`src/hdl/vas_pkg.sv`:
```
// Shared types and constants for the vehicle autonomy supervisor.
package vas_pkg;

   localparam int AGE_BITS    = 16;
   localparam int TORQUE_BITS = 16;
   localparam int CFG_BITS    = 16;
   localparam int SPEED_BITS  = 3;
   localparam int CMP_BITS    = (AGE_BITS > CFG_BITS) ? AGE_BITS : CFG_BITS;

   localparam logic [AGE_BITS-1:0] AGE_MAX = {AGE_BITS{1'b1}};

   localparam int REQ_BITS    = 12 + 2 * TORQUE_BITS;
   localparam int REQ_TDATA_W = ((REQ_BITS + 7) / 8) * 8;
   localparam int RSP_BITS    = 7 + 2 * TORQUE_BITS;
   localparam int RSP_TDATA_W = ((RSP_BITS + 7) / 8) * 8;

   // Configuration register indexes.
   localparam logic [1:0] CSR_CMD_TIMEOUT = 2'd0;
   localparam logic [1:0] CSR_HB_TIMEOUT  = 2'd1;
   localparam logic [1:0] CSR_IDLE_HOLD   = 2'd2;
   localparam logic [1:0] CSR_READY_SPEED = 2'd3;

   // Drive-by-wire modes that mean the vehicle follows the autonomy stack.
   localparam logic [2:0] DBW_ROS_A = 3'd3;
   localparam logic [2:0] DBW_ROS_B = 3'd4;

   localparam logic [1:0] MISSION_NONE      = 2'd0;
   localparam logic [1:0] MISSION_PLAN      = 2'd1;
   localparam logic [1:0] MISSION_COMPLETED = 2'd2;
   localparam logic [1:0] MISSION_CANCELLED = 2'd3;

   localparam logic [CFG_BITS-1:0] RESET_CMD_TIMEOUT = 16'd10;
   localparam logic [CFG_BITS-1:0] RESET_HB_TIMEOUT  = 16'd10;
   localparam logic [CFG_BITS-1:0] RESET_IDLE_HOLD   = 16'd1000;
   localparam logic [SPEED_BITS-1:0] RESET_READY_SPEED = 3'd1;

   typedef enum logic [2:0] {
      MODE_DEFAULT     = 3'd0,
      MODE_STARTUP     = 3'd1,
      MODE_IDLE        = 3'd2,
      MODE_ENABLED     = 3'd3,
      MODE_DISENGAGING = 3'd4,
      MODE_CONTROLLED  = 3'd5
   } mode_type;

   // Input item, first field in the highest bits.
   typedef struct packed {
      logic signed [TORQUE_BITS-1:0] torque_right_in;
      logic signed [TORQUE_BITS-1:0] torque_left_in;
      logic [1:0]                    mission_code;
      logic                          mission_update;
      logic                          stop_request;
      logic [SPEED_BITS-1:0]         speed_code;
      logic [2:0]                    drive_mode;
      logic                          heartbeat_seen;
      logic                          command_seen;
   } req_fields_type;

   // Result item, first field in the highest bits.
   typedef struct packed {
      logic                          heartbeat_ok;
      logic                          command_fault;
      logic                          brake_right;
      logic                          brake_left;
      logic signed [TORQUE_BITS-1:0] torque_right_out;
      logic signed [TORQUE_BITS-1:0] torque_left_out;
      logic [2:0]                    mode_state;
   } rsp_fields_type;

endpackage

```
`src/hdl/vehicle_autonomy_supervisor_top.sv`:
```
// Autonomy supervisor state machine with tick input and result register.
//
// Usage: one req_ transaction is one update tick carrying the command and
// heartbeat pulses, drive-by-wire mode, speed code, stop level, mission
// status and the controller torques. Each tick yields exactly one rsp_
// transaction with the new supervisor state, the torque and brake commands
// and the stack fault and heartbeat flags of that tick.
// The result is registered: a tick accepted at an edge shows on rsp_ after
// that edge. Throughput is one tick per cycle while rsp_tready holds high;
// the next-state logic feeds a single result register from the request port.
// A tick is taken while the result register is empty or being drained in
// the same cycle, so a stalled receiver holds the result and back-pressures
// req_tready without losing or repeating anything.
// The csr_ port writes timeouts, the idle hold length and the ready speed
// code; write it only while no tick is in flight.
// Synchronous reset puts the machine in the default state, saturates both
// age counters, engages both brakes and loads the register defaults.
module vehicle_autonomy_supervisor_top (
   input  logic                               clock,
   input  logic                               reset,
   input  logic                               req_tvalid,
   output logic                               req_tready,
   // command_seen, heartbeat_seen, drive_mode, speed_code, stop_request,
   // mission_update, mission_code, torque_left_in, torque_right_in
   input  logic [vas_pkg::REQ_TDATA_W-1:0]    req_tdata,
   output logic                               rsp_tvalid,
   input  logic                               rsp_tready,
   // mode_state, torque_left_out, torque_right_out, brake_left, brake_right,
   // command_fault, heartbeat_ok
   output logic [vas_pkg::RSP_TDATA_W-1:0]    rsp_tdata,
   input  logic                               csr_we,
   input  logic [1:0]                         csr_index,
   input  logic [vas_pkg::CFG_BITS-1:0]       csr_wdata
);

   localparam int AB = vas_pkg::AGE_BITS;
   localparam int TB = vas_pkg::TORQUE_BITS;
   localparam int CB = vas_pkg::CFG_BITS;
   localparam int MB = vas_pkg::CMP_BITS;

   vas_pkg::req_fields_type req;
   logic req_fire;

   logic [CB-1:0] cmd_timeout_ff, hb_timeout_ff, idle_hold_ff;
   logic [vas_pkg::SPEED_BITS-1:0] ready_speed_ff;

   vas_pkg::mode_type mode_ff, mode_in;
   logic [2:0]        prev_mode_ff, prev_mode_in;
   logic [CB-1:0]     hold_ff, hold_in;
   logic [AB-1:0]     cmd_age_ff, cmd_age_in, hb_age_ff, hb_age_in;
   logic [1:0]        mission_ff, mission_in, mission_upd;
   logic signed [TB-1:0] torque_l_ff, torque_l_in, torque_r_ff, torque_r_in;
   logic              brake_l_ff, brake_l_in, brake_r_ff, brake_r_in;

   logic fault, hb_ok, ros_mode, drop_out;

   vas_pkg::rsp_fields_type rsp_ff, rsp_in;
   logic rsp_valid_ff;

   assign req        = vas_pkg::req_fields_type'(req_tdata[vas_pkg::REQ_BITS-1:0]);
   assign req_tready = !rsp_valid_ff || rsp_tready;
   assign req_fire   = req_tvalid && req_tready;

   // Configuration registers.
   always_ff @(posedge clock) begin
      if (reset) begin
         cmd_timeout_ff <= vas_pkg::RESET_CMD_TIMEOUT;
         hb_timeout_ff  <= vas_pkg::RESET_HB_TIMEOUT;
         idle_hold_ff   <= vas_pkg::RESET_IDLE_HOLD;
         ready_speed_ff <= vas_pkg::RESET_READY_SPEED;
      end else if (csr_we) begin
         unique case (csr_index)
            vas_pkg::CSR_CMD_TIMEOUT: cmd_timeout_ff <= csr_wdata;
            vas_pkg::CSR_HB_TIMEOUT:  hb_timeout_ff  <= csr_wdata;
            vas_pkg::CSR_IDLE_HOLD:   idle_hold_ff   <= csr_wdata;
            vas_pkg::CSR_READY_SPEED: ready_speed_ff <= csr_wdata[vas_pkg::SPEED_BITS-1:0];
            default: ;
         endcase
      end
   end

   // Ages, flags and the mission latch as seen by this tick.
   always_comb begin
      if (req.command_seen) cmd_age_in = '0;
      else if (cmd_age_ff == vas_pkg::AGE_MAX) cmd_age_in = vas_pkg::AGE_MAX;
      else cmd_age_in = cmd_age_ff + AB'(1);

      if (req.heartbeat_seen) hb_age_in = '0;
      else if (hb_age_ff == vas_pkg::AGE_MAX) hb_age_in = vas_pkg::AGE_MAX;
      else hb_age_in = hb_age_ff + AB'(1);

      fault = MB'(cmd_age_in) > MB'(cmd_timeout_ff);
      hb_ok = MB'(hb_age_in) < MB'(hb_timeout_ff);
      ros_mode = (req.drive_mode == vas_pkg::DBW_ROS_A) ||
                 (req.drive_mode == vas_pkg::DBW_ROS_B);
      drop_out = !ros_mode || fault || req.stop_request;
      mission_upd = req.mission_update ? req.mission_code : mission_ff;
   end

   // Next state, hold counter and mission latch.
   always_comb begin
      mode_in      = mode_ff;
      prev_mode_in = prev_mode_ff;
      hold_in      = hold_ff;
      mission_in   = mission_upd;
      unique case (mode_ff)
         vas_pkg::MODE_STARTUP: begin
            mission_in = vas_pkg::MISSION_NONE;
            if (hb_ok) begin
               prev_mode_in = vas_pkg::MODE_STARTUP;
               mode_in      = vas_pkg::MODE_IDLE;
            end
         end
         vas_pkg::MODE_IDLE: begin
            mission_in = vas_pkg::MISSION_NONE;
            if (!hb_ok) begin
               mode_in = vas_pkg::MODE_STARTUP;
            end else if (prev_mode_ff > vas_pkg::MODE_STARTUP) begin
               // Fallback hold: count up, then clear once the hold ends.
               if (hold_ff < idle_hold_ff) begin
                  hold_in = hold_ff + CB'(1);
               end else begin
                  prev_mode_in = vas_pkg::MODE_STARTUP;
                  hold_in      = '0;
               end
            end else if (ros_mode) begin
               prev_mode_in = vas_pkg::MODE_IDLE;
               mode_in      = vas_pkg::MODE_ENABLED;
            end
         end
         vas_pkg::MODE_ENABLED: begin
            if (!hb_ok) mode_in = vas_pkg::MODE_STARTUP;
            else if (drop_out) mode_in = vas_pkg::MODE_IDLE;
            else if (mission_upd == vas_pkg::MISSION_PLAN) begin
               prev_mode_in = vas_pkg::MODE_ENABLED;
               mode_in      = vas_pkg::MODE_DISENGAGING;
            end
         end
         vas_pkg::MODE_DISENGAGING: begin
            if (!hb_ok) mode_in = vas_pkg::MODE_STARTUP;
            else if (drop_out) mode_in = vas_pkg::MODE_IDLE;
            else if (req.speed_code == ready_speed_ff) begin
               prev_mode_in = vas_pkg::MODE_DISENGAGING;
               mode_in      = vas_pkg::MODE_CONTROLLED;
            end
         end
         vas_pkg::MODE_CONTROLLED: begin
            if (!hb_ok) mode_in = vas_pkg::MODE_STARTUP;
            else if (drop_out) mode_in = vas_pkg::MODE_IDLE;
            else if (mission_upd == vas_pkg::MISSION_COMPLETED ||
                     mission_upd == vas_pkg::MISSION_CANCELLED) begin
               prev_mode_in = vas_pkg::MODE_CONTROLLED;
               mode_in      = vas_pkg::MODE_ENABLED;
            end
         end
         default: begin
            prev_mode_in = vas_pkg::MODE_DEFAULT;
            mode_in      = vas_pkg::MODE_STARTUP;
         end
      endcase
   end

   // Drive command for the state the tick started in.
   always_comb begin
      torque_l_in = torque_l_ff;
      torque_r_in = torque_r_ff;
      brake_l_in  = brake_l_ff;
      brake_r_in  = brake_r_ff;
      unique case (mode_ff)
         vas_pkg::MODE_STARTUP, vas_pkg::MODE_IDLE, vas_pkg::MODE_ENABLED: begin
            torque_l_in = '0;
            torque_r_in = '0;
            brake_l_in  = 1'b1;
            brake_r_in  = 1'b1;
         end
         vas_pkg::MODE_DISENGAGING, vas_pkg::MODE_CONTROLLED: begin
            torque_l_in = req.torque_left_in;
            torque_r_in = req.torque_right_in;
            brake_l_in  = 1'b0;
            brake_r_in  = 1'b0;
         end
         default: ;
      endcase
   end

   always_comb begin
      rsp_in.mode_state       = mode_in;
      rsp_in.torque_left_out  = torque_l_in;
      rsp_in.torque_right_out = torque_r_in;
      rsp_in.brake_left       = brake_l_in;
      rsp_in.brake_right      = brake_r_in;
      rsp_in.command_fault    = fault;
      rsp_in.heartbeat_ok     = hb_ok;
   end

   always_ff @(posedge clock) begin
      if (reset) begin
         mode_ff      <= vas_pkg::MODE_DEFAULT;
         prev_mode_ff <= vas_pkg::MODE_DEFAULT;
         hold_ff      <= '0;
         cmd_age_ff   <= vas_pkg::AGE_MAX;
         hb_age_ff    <= vas_pkg::AGE_MAX;
         mission_ff   <= vas_pkg::MISSION_NONE;
         torque_l_ff  <= '0;
         torque_r_ff  <= '0;
         brake_l_ff   <= 1'b1;
         brake_r_ff   <= 1'b1;
      end else if (req_fire) begin
         mode_ff      <= mode_in;
         prev_mode_ff <= prev_mode_in;
         hold_ff      <= hold_in;
         cmd_age_ff   <= cmd_age_in;
         hb_age_ff    <= hb_age_in;
         mission_ff   <= mission_in;
         torque_l_ff  <= torque_l_in;
         torque_r_ff  <= torque_r_in;
         brake_l_ff   <= brake_l_in;
         brake_r_ff   <= brake_r_in;
      end
   end

   always_ff @(posedge clock) begin
      if (reset) begin
         rsp_valid_ff <= 1'b0;
      end else if (req_fire) begin
         rsp_valid_ff <= 1'b1;
      end else if (rsp_tready) begin
         rsp_valid_ff <= 1'b0;
      end
   end

   always_ff @(posedge clock) begin
      if (req_fire) begin
         rsp_ff <= rsp_in;
      end
   end

   assign rsp_tvalid = rsp_valid_ff;

   always_comb begin
      rsp_tdata = '0;
      rsp_tdata[vas_pkg::RSP_BITS-1:0] = rsp_ff;
   end

`ifndef SYNTHESIS
   // Every tick leaves the default state, so no result reports it.
   assert property (@(posedge clock) disable iff (reset)
      rsp_valid_ff |-> rsp_ff.mode_state != vas_pkg::MODE_DEFAULT)
      else $error("result reports the default state");

   // The two brakes are always commanded together.
   assert property (@(posedge clock) disable iff (reset)
      brake_l_ff == brake_r_ff)
      else $error("left and right brakes disagree");

   // A tick without a current heartbeat always lands in startup.
   assert property (@(posedge clock) disable iff (reset)
      req_fire |=> rsp_ff.heartbeat_ok || rsp_ff.mode_state == vas_pkg::MODE_STARTUP)
      else $error("heartbeat lost but state is not startup");

   // Released brakes only come with the drive torques from the request.
   assert property (@(posedge clock) disable iff (reset)
      req_fire && !brake_l_in |-> torque_l_in == req.torque_left_in)
      else $error("brakes released without passing torque");

   // Reset empties the result register.
   assert property (@(posedge clock)
      reset |=> !rsp_valid_ff)
      else $error("result valid after reset");
`endif

endmodule
```
`config.mk`:
```
export PLATFORM = sky130hd
export DESIGN_NAME = vehicle_autonomy_supervisor_top
export DESIGN_NICKNAME = d
export VERILOG_FILES = /design/src/hdl/vas_pkg.sv /design/src/hdl/vehicle_autonomy_supervisor_top.sv
export SDC_FILE = /design/constraint.sdc
export NUM_CORES = 1
export LEC_CHECK = 0
export ABC_AREA = 1
export BUFFER_PORTS_ARGS = -buffer_cell sky130_fd_sc_hd__buf_2
export CORE_MARGIN = 3
export CORE_UTILIZATION = 55
export CTS_CLUSTER_DIAMETER = 150
export DETAILED_ROUTE_END_ITERATION = 8
export MAX_ROUTING_LAYER = met4
export PLACE_DENSITY = 0.72
export REMOVE_ABC_BUFFERS = 1
export SLEW_MARGIN = 10
export SYNTH_ARGS = -nofsm -noshare
export SYNTH_HDL_FRONTEND = slang
export SYNTH_SLANG_ARGS = --single-unit
```
`constraint.sdc`:
```
create_clock -name clock -period 3.88 [get_ports clock]
set_clock_uncertainty 0.05 [all_clocks]
set_input_delay 0.776 -clock clock [delete_from_list [all_inputs] [get_ports clock]]
set_output_delay 0.776 -clock clock [all_outputs]
set_load 0.03 [all_outputs]
```
Yosys cells after proc, flatten, opt, wreduce, memory -nomap -nowiden
Cells that the tools add are included.
Widths: inputs -> output; s select.

storage, ports and cells
  input port bits = 71
  logic and storage cells = 119
  register bits = 181
  output and inout port bits = 42

cells by class
  reduce and logical (&&, ||, !) cells = 19
  add/subtract/negate cells = 3
  $lt $le $gt $ge = 4
  equality and inequality tests = 29
  multiplexer cells = 42

operators by type and width
  operator               count
  $mux 3                 27
  $mux 16                5
  $pmux 16 s2            2
  $add 16x1->16 const B  3
  $eq 16x16->1 const B   2
  $lt 16x16->1           2
  $pmux 3 s5             2
  $ne 2x2->1 const B     11
  $gt 16x16->1           1
  $reduce_and 14->1      1
  $eq 3x2->1 const B     3
  $eq 3x3->1 const B     3
  $eq 2x2->1 const B     4
  $reduce_and 2->1       4
  $ne 3x3->1 const B     2
  $logic_or 1x1->1       5
  $eq 2x1->1 const B     2
  $mux 2                 2
  $pmux 1 s2             2
  $reduce_and 4->1       1
  $reduce_or 2->1        2
  $eq 3x1->1 const B     1
  $eq 3x3->1             1
  $gt 3x1->1 const B     1
  6 further kinds        8

Logic depth before layout (Yosys ltp)
  depth in word-level cells = 9
  mapped depth = 27
  gate-level depth less buffers = 27

Least setup slack after synthesis
OpenSTA, ideal clock, no wires.

  kind = input to register
  from = in rsp_tready
  to = reg rsp_ff, in the netlist rsp_tdata[0] (enable)
  stages = 5
  path buffers = 1
  data arrival time = 2731 ps
  setup time = 418 ps
  slack = 681 ps
  data required time = 3412 ps
  path through = inv_1 nand2_1 nand2_1 inv_1 clkbuf_1

between the ends
  cells in the longest elaborated chain, start to end = 2

ends and longest elaborated chain
  what                  line                                    RTL
  from (decl)           vehicle_autonomy_supervisor_top.sv:27   input logic rsp_tready,
  $logic_or 1x1->1      vehicle_autonomy_supervisor_top.sv:61   assign req_tready = !rsp_valid_ff || rsp_tready;
  net req_tready        vehicle_autonomy_supervisor_top.sv:22   output logic req_tready,
  $logic_and 1x1->1     vehicle_autonomy_supervisor_top.sv:62   assign req_fire = req_tvalid && req_tready;
  net req_fire          vehicle_autonomy_supervisor_top.sv:42   logic req_fire;
  to (signal assigned)  vehicle_autonomy_supervisor_top.sv:234  rsp_ff <= rsp_in;
  to (decl)             vehicle_autonomy_supervisor_top.sv:57   vas_pkg::rsp_fields_type rsp_ff, rsp_in;

The timed path passes the listed nets, and every way through them passes these cells.
A chain may end at the register's enable or synchronous reset.

Final worst setup path
  from = reg cmd_age_ff[0]
  to = reg prev_mode_ff[2]

between the ends
  cells in the longest elaborated chain, start to end = 8
  elaborated cells between the ends (all ways) = 11
  those cells by class = 1 x add/sub; 1 x order compare; 4 x eq/ne; 2 x mux; 3 x reduce/logical

ends and longest elaborated chain
  what                                                  line                                                                          RTL
  from (decl)                                           vehicle_autonomy_supervisor_top.sv:50                                         logic [AB-1:0] cmd_age_ff, cmd_age_in, hb_age_ff, hb_age_in;
  from (signal assigned)                                vehicle_autonomy_supervisor_top.sv:201                                        cmd_age_ff <= vas_pkg::AGE_MAX;
  from (signal assigned)                                vehicle_autonomy_supervisor_top.sv:212                                        cmd_age_ff <= cmd_age_in;
  $add 16x1->16 / $eq 16x16->1 (equally long branches)  vehicle_autonomy_supervisor_top.sv:86, vehicle_autonomy_supervisor_top.sv:85
  $mux 16 *                                             vehicle_autonomy_supervisor_top.sv:85                                         else if (cmd_age_ff == vas_pkg::AGE_MAX) cmd_age_in = vas_pkg::AGE_MAX;
  $mux 16 *                                             vehicle_autonomy_supervisor_top.sv:84                                         if (req.command_seen) cmd_age_in = '0;
  net cmd_age_in[14]                                    vehicle_autonomy_supervisor_top.sv:50
  $gt 16x16->1 *                                        vehicle_autonomy_supervisor_top.sv:92                                         fault = MB'(cmd_age_in) > MB'(cmd_timeout_ff);
  $logic_or 1x1->1 * (2 in series)                      vehicle_autonomy_supervisor_top.sv:96                                         drop_out = !ros_mode || fault || req.stop_request;
  $ne 2x2->1 (no line)                                  --
  $reduce_and 14->1 (no line) *                         --
  to (signal assigned)                                  vehicle_autonomy_supervisor_top.sv:199                                        prev_mode_ff <= vas_pkg::MODE_DEFAULT;
  to (signal assigned)                                  vehicle_autonomy_supervisor_top.sv:210                                        prev_mode_ff <= prev_mode_in;
  to (decl)                                             vehicle_autonomy_supervisor_top.sv:48                                         logic [2:0] prev_mode_ff, prev_mode_in;

Mark *: on every way through the listed nets, which the timed path passes. The rest lies on a longest branch.

==> results.txt <==
Setup CP Type: flop to flop
Grt met3 use: 3.33%
Vias in the first global route: 7276
Pre-CTS WS: 178 ps
Antenna cell count: 0
Clock Latency Late Sink: 430 ps
Hold Slack: 409 ps
FF-to-FF End: prev_mode_ff[2]
Post-synth top area share: 30.4%
# Max-Cap Violations: 0
Worst R2R Start: cmd_age_ff[0]
Final layout net count: 1424
Slew Limit Fails: 0
VDD IR max: 0.325 mV
Most Used Layer, Global Route: met2
Leak: 4.85 nW
Die width: 136 um
Minimum clock period: 3520 ps
Post-DP HPWL: 14100 um
Cell taking the most area after synthesis: dfxtp_1
Drt pass-1 iters: 5
Mapped cell area: 9280 um^2
FP Rows: 46
CTS tree: yes
Required @ worst endpoint: 4200 ps
Worst reg2reg path depth: 25
Outcome: complete, no violations
Initial DRC Count: 465
Met1 Resource Use GR: 30.4%
Seq/Total Area, Yosys: 43.1%
Finished Layout Cells: 1533
Clock slew at reported path FFs: 70 ps
Final Wtd Congestion: 0.875
Synth area leaders: dfxtp_1 (30%), edfxtp_1 (13%), inv_1 (8.1%), nand2_1 (8.0%), a21oi_1 (7.8%)
Distinct cells, synth: 42
Setup-failing EPs final: 0
Cell area after placement: 9960 um^2
Initial core utilization: 57.4%
Num ports: 113
Antenna violations before repair: 0
Tcrit/Tclk final: 90.8%
CTS H-tree lvls: 4
Met2 Track Usage GR: 36.7%
Cts hold-fix bufs: 0
Vias per inst: 5.18
Setup TNS: 0 ps
Core box area: 16200 um^2
CP endpoint kind: flop
Max Freq: 0.284 GHz
Worst setup path end: prev_mode_ff[2]
Crit Path Max Fanout: 4
Layout cells sized above 1: 15.4%
ANT nets after route: 0
Area grow syn2layout: 14.2%
Clk sink count: 180
Largest net degree at the start of global routing: 106
Worst Setup SP: cmd_age_ff[0]
Drt wl/cell: 13.4 um
Die area: 18500 um^2
R2R Setup Slk: 360 ps
Setup slack after layout: 358 ps
I/O Buffers: 107
TritonCTS buffer count: 17
Worst path arrival time: 3840 ps
Actual slew at the worst max-slew pin: 1020 ps
Via count: 7945
First-pass GRT wire length: 33700 um
CP Launch Type: flop
Power Total: 4.68 mW
DRC: 0
GRT Residual Overflow: 0
Number of cells after detailed placement: 1498
GRT Total Usage: 23.0%
Worst Hold Class: flop to flop
Finished Cell Area: 10600 um^2
Layout Utilization: 65.5%
Die height: 136 um
Flops & latches, synth: 180
Fin. Hold Viols: 0
Clock Tree Buf Depth: 2
PwrDens: 442 nW/um^2
Ys Warns: 0
Slew HR: 32.0%
Final wirelength: 20500 um
Clk root buf: clkbuf_16
Post-synthesis cell count: 1215
Syn Area/Cell: 7.63 um^2
[per-layer routing]
layer | vias up | share of wire (%)
li1 | 4178 | -
met1 | 3577 | 46
met2 | 159 | 48
met3 | 31 | 4.2
met4 | 0 | 1.8
met5 | - | 0
[cells in the mapped netlist (all sizes together)]
cell type / instances
a211o: 1
a211oi: 3
a21oi: 154
a31oi: 5
buf: 8
clkbuf: 42
conb: 1
dfxtp: 141
edfxtp: 39
ha: 49
inv: 202
nand2: 212
nand3: 43
nand3b: 3
nand4: 9
nor2: 74
nor3: 26
nor3b: 1
nor4: 5
o211ai: 24
o21ai: 141
o31ai: 1
or2: 6
xnor2: 4
xor2: 21
[state kept, by name (all words and copies together) (netlist names)]
register and count:
mode_ff 3, hb_age_ff 16, hold_ff 16, cmd_age_ff 16
torque_l_ff 16, brake_r_ff 1, prev_mode_ff 2, ready_speed_ff 3
mission_ff 2, hb_timeout_ff 16, cmd_timeout_ff 16, rsp_tvalid 1
brake_l_ff 1, torque_r_ff 16, rsp_tdata 39, idle_hold_ff 16
[how the worst min path moves through the flow]
stage / start / to / slack [ps] / cells after the start
finish: idle_hold_ff[0] / idle_hold_ff[0] / 410 / 2
global placement: idle_hold_ff[0] / idle_hold_ff[0] / 390 / 2
global route: hb_timeout_ff[10] / hb_timeout_ff[10] / 430 / 2
detailed placement: idle_hold_ff[0] / idle_hold_ff[0] / 400 / 2
CTS: idle_hold_ff[0] / idle_hold_ff[0] / 410 / 2
floorplan: idle_hold_ff[0] / idle_hold_ff[0] / 380 / 2
[where the power goes]
| part | leakage, nW | switching (mW) | internal (mW) |
|---|---|---|---|
| sequential | 1.55 | 0.0591 | 2.06 |
| clock | 0.289 | 0.779 | 0.946 |
| combinational | 3.01 | 0.565 | 0.274 |
[critical path, stage by stage, from the launching register on]
cell and delay, ps:
dfxtp_1 380, ha_1 200, nand3_1 130, nor3_2 180, inv_2 90, nor4_4 270, nand4_1 190, o21ai_0 180
nand2_1 70, nand2_1 80, inv_1 50, ha_1 260, nand2_1 40, inv_1 60, nand3_1 110, nor3_2 160
nand4_1 160, nand2_2 140, nand2_1 90, nand2_1 80, nand2_1 60, nor2_2 130, nand3_1 110, nand2_1 80
inv_1 30, nor2_1 80
[repair_timing]
item                                    4_1_cts  5_1_grt
endpoints found under the setup margin        0       20
resized for setup                             0        6
buffers inserted                              0        3
[cell usage in the layout, fill, tap and decap left out, types with 3 or more instances in the layout]
cell,instances
inv_1,199
nand2_1,195
a21oi_1,144
dfxtp_1,141
o21ai_0,137
buf_2,107
nor2_1,69
ha_1,49
nand3_1,43
edfxtp_1,39
o211ai_1,24
xor2_1,21
nor3_1,19
clkbuf_16,18
nand2_2,13
buf_4,13
a21oi_2,10
nand4_1,9
or2_2,6
nor3_2,6
inv_6,6
a31oi_1,5
xnor2_1,4
nor2_2,3
nand2_4,3
nand3b_1,3
o21ai_1,3
nor4_1,3
clkinv_4,3
[logic make-up after synthesis]
kind of cell	synth area share, %
and+or+nand+nor	18.4
AOI/OAI and AO/OA	19.1
buffers and inverters	10.5
DFF	43.1
adders and majority gates	6.61
xor gates and xnor gates	2.36
other	0.0404
[layout make-up]
class,instances,area [um^2]
fill,1423,5580
multi-input combinational,783,4340
sequential,180,3990
inverter,202,763
timing repair buffer,120,633
clock buffer,19,454
tap,216,270
clock inverter,13,136
(Power assumes the default switching activity.)
